$ cat src/sv/hnt_pkg.sv
// Package for the hash-noise terrain texel generator.
// Hash constants, seed constants, style word layout and style reset values.
// No dependencies.
`default_nettype none

package hnt_pkg;

  // Style word and configuration port
  localparam int unsigned STYLE_W   = 48;
  localparam int unsigned CFG_IDX_W = 2;
  localparam int unsigned MAX_LAYERS = 4;

  // Byte lanes inside a style word
  localparam int unsigned BYTE_RED   = 0;
  localparam int unsigned BYTE_GREEN = 1;
  localparam int unsigned BYTE_BLUE  = 2;
  localparam int unsigned BYTE_GRAIN = 3;
  localparam int unsigned BYTE_ROUGH = 4;
  localparam int unsigned BYTE_AMP   = 5;

  // Multiply-xor hash
  localparam logic [31:0] HASH_X = 32'd374761393;
  localparam logic [31:0] HASH_Y = 32'd668265263;
  localparam logic [31:0] HASH_S = 32'd2246822519;
  localparam logic [31:0] HASH_M = 32'd1274126177;

  // Hash coordinate and seed widths (coordinate is -1..256, signed)
  localparam int unsigned COORD_W = 10;
  localparam int unsigned SEED_W  = 10;
  localparam int unsigned H24_W   = 24;

  // Per-layer seeds: color = layer*101+7, normal = layer*211+31, rough = normal+9
  localparam logic [SEED_W-1:0] CSEED_MUL = 10'd101;
  localparam logic [SEED_W-1:0] CSEED_ADD = 10'd7;
  localparam logic [SEED_W-1:0] NSEED_MUL = 10'd211;
  localparam logic [SEED_W-1:0] NSEED_ADD = 10'd31;
  localparam logic [SEED_W-1:0] RSEED_ADD = 10'd9;

  // Roughness variation span
  localparam logic [7:0] ROUGH_SPAN = 8'd40;

  // Style words after reset: grass, dirt, rock, snow
  localparam logic [STYLE_W-1:0] STYLE_RESET [MAX_LAYERS] = '{
    48'd38242764959109,
    48'd38264174191283,
    48'd66701289105837,
    48'd13709719894004
  };

endpackage

`default_nettype wire

$ cat src/sv/hnt_hash.sv
// One lane of the multiply-xor integer hash, three register stages deep.
// Depends on hnt_pkg for the hash constants and widths.
`default_nettype none

module hnt_hash (
  input  wire logic                          clk_i,
  input  wire logic                          en_i,
  input  wire logic [hnt_pkg::COORD_W-1:0]   x_i,
  input  wire logic [hnt_pkg::COORD_W-1:0]   y_i,
  input  wire logic [hnt_pkg::SEED_W-1:0]    seed_i,
  output logic      [hnt_pkg::H24_W-1:0]     h24_o
);
  import hnt_pkg::*;

  logic [31:0] x_ext, y_ext, s_ext;
  logic [31:0] xa_q, yb_q, sc_q;
  logic [31:0] sum, mix_d, mix_q;
  logic [31:0] mul_q;

  // Coordinates are signed (minus one wraps to all ones), seed is unsigned
  assign x_ext = {{(32-COORD_W){x_i[COORD_W-1]}}, x_i};
  assign y_ext = {{(32-COORD_W){y_i[COORD_W-1]}}, y_i};
  assign s_ext = {{(32-SEED_W){1'b0}}, seed_i};

  // Stage 1: constant products, modulo 2^32
  always_ff @(posedge clk_i) begin
    if (en_i) begin
      xa_q <= x_ext * HASH_X;
      yb_q <= y_ext * HASH_Y;
      sc_q <= s_ext * HASH_S;
    end
  end

  // Stage 2: sum and first xor-shift
  assign sum   = xa_q + yb_q + sc_q;
  assign mix_d = sum ^ (sum >> 13);

  always_ff @(posedge clk_i) begin
    if (en_i) begin
      mix_q <= mix_d;
    end
  end

  // Stage 3: final multiply
  always_ff @(posedge clk_i) begin
    if (en_i) begin
      mul_q <= mix_q * HASH_M;
    end
  end

  // Second xor-shift, keep the low 24 bits
  assign h24_o = mul_q[H24_W-1:0] ^ {8'd0, mul_q[31:16]};

endmodule

`default_nettype wire

$ cat config.mk
export PLATFORM = sky130hd
export DESIGN_NAME = hnt_hash
export DESIGN_NICKNAME = d
export VERILOG_FILES = /design/src/sv/hnt_pkg.sv /design/src/sv/hnt_hash.sv
export SDC_FILE = /design/constraint.sdc
export NUM_CORES = 2
export LEC_CHECK = 0
export CORE_UTILIZATION = 55
export CTS_BUF_LIST = sky130_fd_sc_hd__clkbuf_2
export DETAILED_ROUTE_END_ITERATION = 8
export DONT_BUFFER_PORTS = 1
export PLACE_DENSITY = 0.7
export SLEW_MARGIN = 25
export SYNTH_ARGS = -nofsm -noshare
export SYNTH_HDL_FRONTEND = slang
export SYNTH_SLANG_ARGS = --single-unit
$ cat constraint.sdc
create_clock -name clk_i -period 7.1 [get_ports clk_i]
set_input_delay 1.065 -clock clk_i [delete_from_list [all_inputs] [get_ports clk_i]]
set_output_delay 1.065 -clock clk_i [all_outputs]
set_load 0.1 [all_outputs]
-- After elaboration in Yosys (flattened, before gate mapping)
Cells that the tools add are included.
- logic and storage cells: 13
- flip-flop bits (word level): 160
- input port bits: 32
- output and inout port bits: 24
- add/subtract/negate cells: 2
- bitwise gates (word level): 2
- multiply operators: 4
- operators with widths (cell ; number):
    $add 32x32->32 ; 2
    $mul 10x30->32 const B ; 1
    $mul 10x31->32 const B ; 1
    $mul 10x32->32 const B ; 1
    $mul 32x31->32 const B ; 1
    $xor 32x19->32 ; 1
    $xor 24x16->24 ; 1

-- Longest topological paths before layout
- depth in word-level cells: 3
- mapped depth: 23
- depth with buffers taken out: 23

-- Least setup slack after synthesis
No wires, ideal clock.
- path type: register to register
- start: register mix_q[11]
- end: register mul_q[31], data pin
- buffers on the path: 0
- cell stages (with the launch flop): 23
- data required time: 6.840 ns
- arrival: 6.241 ns
- period minus slack after synthesis: 6.501 ns
- slack: 0.599 ns
- setup time: 0.260 ns
- cell sequence: edfxtp_1 ha_1 inv_1 fa_1 inv_1 fa_1 inv_1 fa_1 inv_1 fa_1 inv_1 fa_1 inv_1 fa_1 ha_1 ha_1 a21o_1 a21o_1 a221o_1 o41a_1 a211o_1 o31ai_2 xnor2_1
- word-level cells in the longest chain between the ends: 1
- RTL lines (element ; RTL line ; RTL):
    start: declaration ; hnt_hash.sv:17 ; logic [31:0] sum, mix_d, mix_q;
    start signal: assignment ; hnt_hash.sv:40 ; mix_q <= mix_d;
    $mul 32x31->32 ; hnt_hash.sv:47 ; mul_q <= mix_q * HASH_M;
    end signal: assignment ; hnt_hash.sv:47 ;
    end: declaration ; hnt_hash.sv:18 ; logic [31:0] mul_q;
No other way between the ends.
A chain may end at the register's enable or synchronous reset.

-- Worst setup path after layout
- start: register mix_q[6]
- end: register mul_q[31], data pin
Same word-level chain as after synthesis.

==> flow_summary.yaml <==
routing:
  drt-total-wl_mm: 65.0
  drtIter0Drc: 1038
  drtPass1Iterations: 5
  viasPerCell: 5.48
  ant_nets: 0
  drcViolationCount: 0
  wl_per_cell_microns: 19.7
  num_vias: 18100
sta:
  fin_tns_setup_ns: 0
  layout_min_cycle_time_ns: 6.92
  tightest_slew_ns: 1.08
  rsz0062_at_grt: "false"
  relSlewSlack: 0.277
  slew_viol_final: 0
  final_hold_viol_count: 0
  fin_skew_ns: 0.0695
  fmax_mhz: 145
  final.period_utilization: 0.975
  final-setup-viol-count: 0
cells_and_area:
  fin_nets: 3595
  final_layout_size_suffix_gt1_frac: 0.0349
  layout_common_cells: "inv_1, ha_1, fa_1"
  final_common_cell: "inv_1"
  area_growth_pct: 5.50
  final_util: 0.588
synthesis:
  synth_top_family_by_area: "adder cells"
  syn-num-nets: 3558
  synthAdderAreaFrac: 0.546
  yosys.cell_types.count: 66
  syn_area_per_cell_sq_um: 10.8
  synth_xor_xnor_area_share: 0.0610
  async_flop_share: 0
  synth_compound_area_frac: 0.0827
  synth_edf_count: 160
  synthFlopType: "edfxtp_1"
  muxShareOfSynthArea: 0
  synthSimpleGateAreaFrac: 0.0450
  synth-seq-cells: 160
  syn_inst: 2586
  seq_area_frac_synth: 0.172
  yosys_warnings: 0
  netlist_area_sq_um: 28000
critical_path:
  r2r_slack_ns: 0.18
  crit_arrival_ns: 7.57
  crit_type: "reg -> reg"
  worst_path_max_delay_cell: "edfxtp_1"
  cpMostUsedCell: "fa_1"
  crit_path_start_kind: "flip-flop"
  timing.rr.end: "mul_q[31]"
  crit_buf_inv: 5
  crit_fanout: 5
  slowest_delay_ns: 0.58
  crit_required_ns: 7.75
  path_delay_family: "adder cells"
  crit_chain: "buf_4 -> ha_1 -> fa_1 -> fa_1 -> inv_1 -> fa_1 -> inv_1 -> fa_1 -> inv_1 -> fa_1 -> inv_1 -> fa_1 -> ha_1 -> ha_1 -> a21o_1 -> a21o_1 -> a221o_1 -> o41a_1 -> a211o_1 -> o31ai_2 -> xnor2_1"
  reg2reg_depth: 21
  end_kind: "flip-flop"
  r2r_start: "mix_q[6]"
worst_hold_path:
  worstHoldStart: "seed_i[0]"
  min_path_type: "in -> reg"
  worstHoldPathCells: 0
  whs_endpoint: "sc_q[0]"
global_routing:
  track_usage: 0.268
  overflow: 0
  grt_first_pass_wirelength_mm: 104
  grt_max_degree: 161
  antenna_found_initial: 1
  grt_pass1_vias: 19600
clock_tree:
  cts_root_buf: "clkbuf_2"
  cts_inserted_buffers: 17
  hold_buffers: 0
  clock_sinks: 160
  ctsLongestPathBuffers: 2
  clock_latency_ns: 0.93
  path_clk_slew_ns: 0.30
  htree_levels: 4
  cts_tree: "yes"
floorplan:
  die_area_sq_um: 51700
  ios: 56
  rows: 82
  floorplan.initialDensity: 0.557
  die_h_microns: 227
  core_area_sq_um: 50200
  die_w_microns: 227
place:
  dp_hpwl_mm: 56.8
  routabilityCongestion: 0.947
  port_buffers: 0
status:
  status: "complete, no violations"
job:
  maxCapViolCount: 0
-- layout make-up --
cell class | count | area, sq um
fill | 4249 | 20700
clock inverter | 15 | 171
clock buffer | 17 | 85.1
antenna | 2 | 5.00
timing repair buffer | 31 | 304
tap | 672 | 841
sequential | 160 | 4800
inverter | 673 | 2530
multi-input combinational | 1740 | 20800
-- cells in the mapped netlist (13+ instances only) --
cell / number / area [sq um]
o21ai_0: 66 / 330
xnor2_1: 131 / 1150
nor2_1: 71 / 267
and2_1: 13 / 81.3
nor3_1: 23 / 115
a21oi_1: 108 / 541
nand3_1: 17 / 85.1
fa_1: 468 / 9370
inv_1: 673 / 2530
o21a_1: 19 / 143
a21o_1: 40 / 300
edfxtp_1: 160 / 4800
o21bai_1: 17 / 128
ha_1: 472 / 5910
a211oi_1: 18 / 135
nand2b_1: 14 / 87.6
xor2_1: 61 / 534
nand2_1: 53 / 199
-- sequential cells by signal (all words and copies together) (netlist names) --
name   flops
mix_q     32
sc_q      32
mul_q     32
xa_q      32
yb_q      32
-- worst max-delay path by stage --
stage | startpoint | to | slack (ns) | cells after the start
2_1_floorplan | mix_q[11] | mul_q[31] | 0.60 | 22
3_3_place_gp | mix_q[6] | mul_q[31] | 0.36 | 20
3_5_place_dp | mix_q[6] | mul_q[31] | 0.27 | 21
4_1_cts | mix_q[6] | mul_q[31] | 0.22 | 20
5_1_grt | mix_q[6] | mul_q[31] | 0.01 | 21
6_report | mix_q[6] | mul_q[31] | 0.18 | 21
-- layer usage --
| layer | track usage | wire (microns) |
|---|---|---|
| met5 | 0 | 0 |
| met4 | 0.100 | 2610 |
| met3 | 0.0320 | 2500 |
| met2 | 0.477 | 33300 |
| met1 | 0.333 | 26600 |
-- cell families (layout without fill, tap and decap cells) --
| family | after synthesis | in the layout |
|---|---|---|
| xor gates and xnor gates | 193 | 193 |
| AOI/OAI and AO/OA | 353 | 353 |
| DFF | 160 | 160 |
| adders and majority gates | 940 | 940 |
| other | 0 | 2 |
| and+or+nand+nor | 254 | 254 |
| buffers and inverters | 686 | 736 |
-- through the flow --
step,area [sq um],setup WS [ns],instances,hold WS (ns)
after detailed placement,29100,0.272,3269,0.688
final,29500,0.180,3310,0.253
after global routing,29500,0.0131,3309,0.181
after global placement,29000,0.363,3269,0.666
after CTS,29400,0.225,3301,0.185
after floorplan,28000,0.599,2586,0.636
-- worst register-to-register path, cell delays in order, from the launching register on --
cell      delay, ns
edfxtp_1       0.58
buf_4          0.22
ha_1           0.26
fa_1           0.41
fa_1           0.54
inv_1          0.05
fa_1           0.47
inv_1          0.05
fa_1           0.52
inv_1          0.06
fa_1           0.54
inv_1          0.05
fa_1           0.45
ha_1           0.29
ha_1           0.34
a21o_1         0.18
a21o_1         0.21
a221o_1        0.41
o41a_1         0.40
a211o_1        0.32
o31ai_2        0.21
xnor2_1        0.09
-- repair_timing --
item | in CTS | in global routing
gates resized for setup | 0 | 0
buffers inserted | 0 | 1
endpoints found under the setup margin | 0 | 1
Power is left out: the tool's default activity adds up to more than one toggle a clock period on the data nets, which glitch-free logic cannot reach.
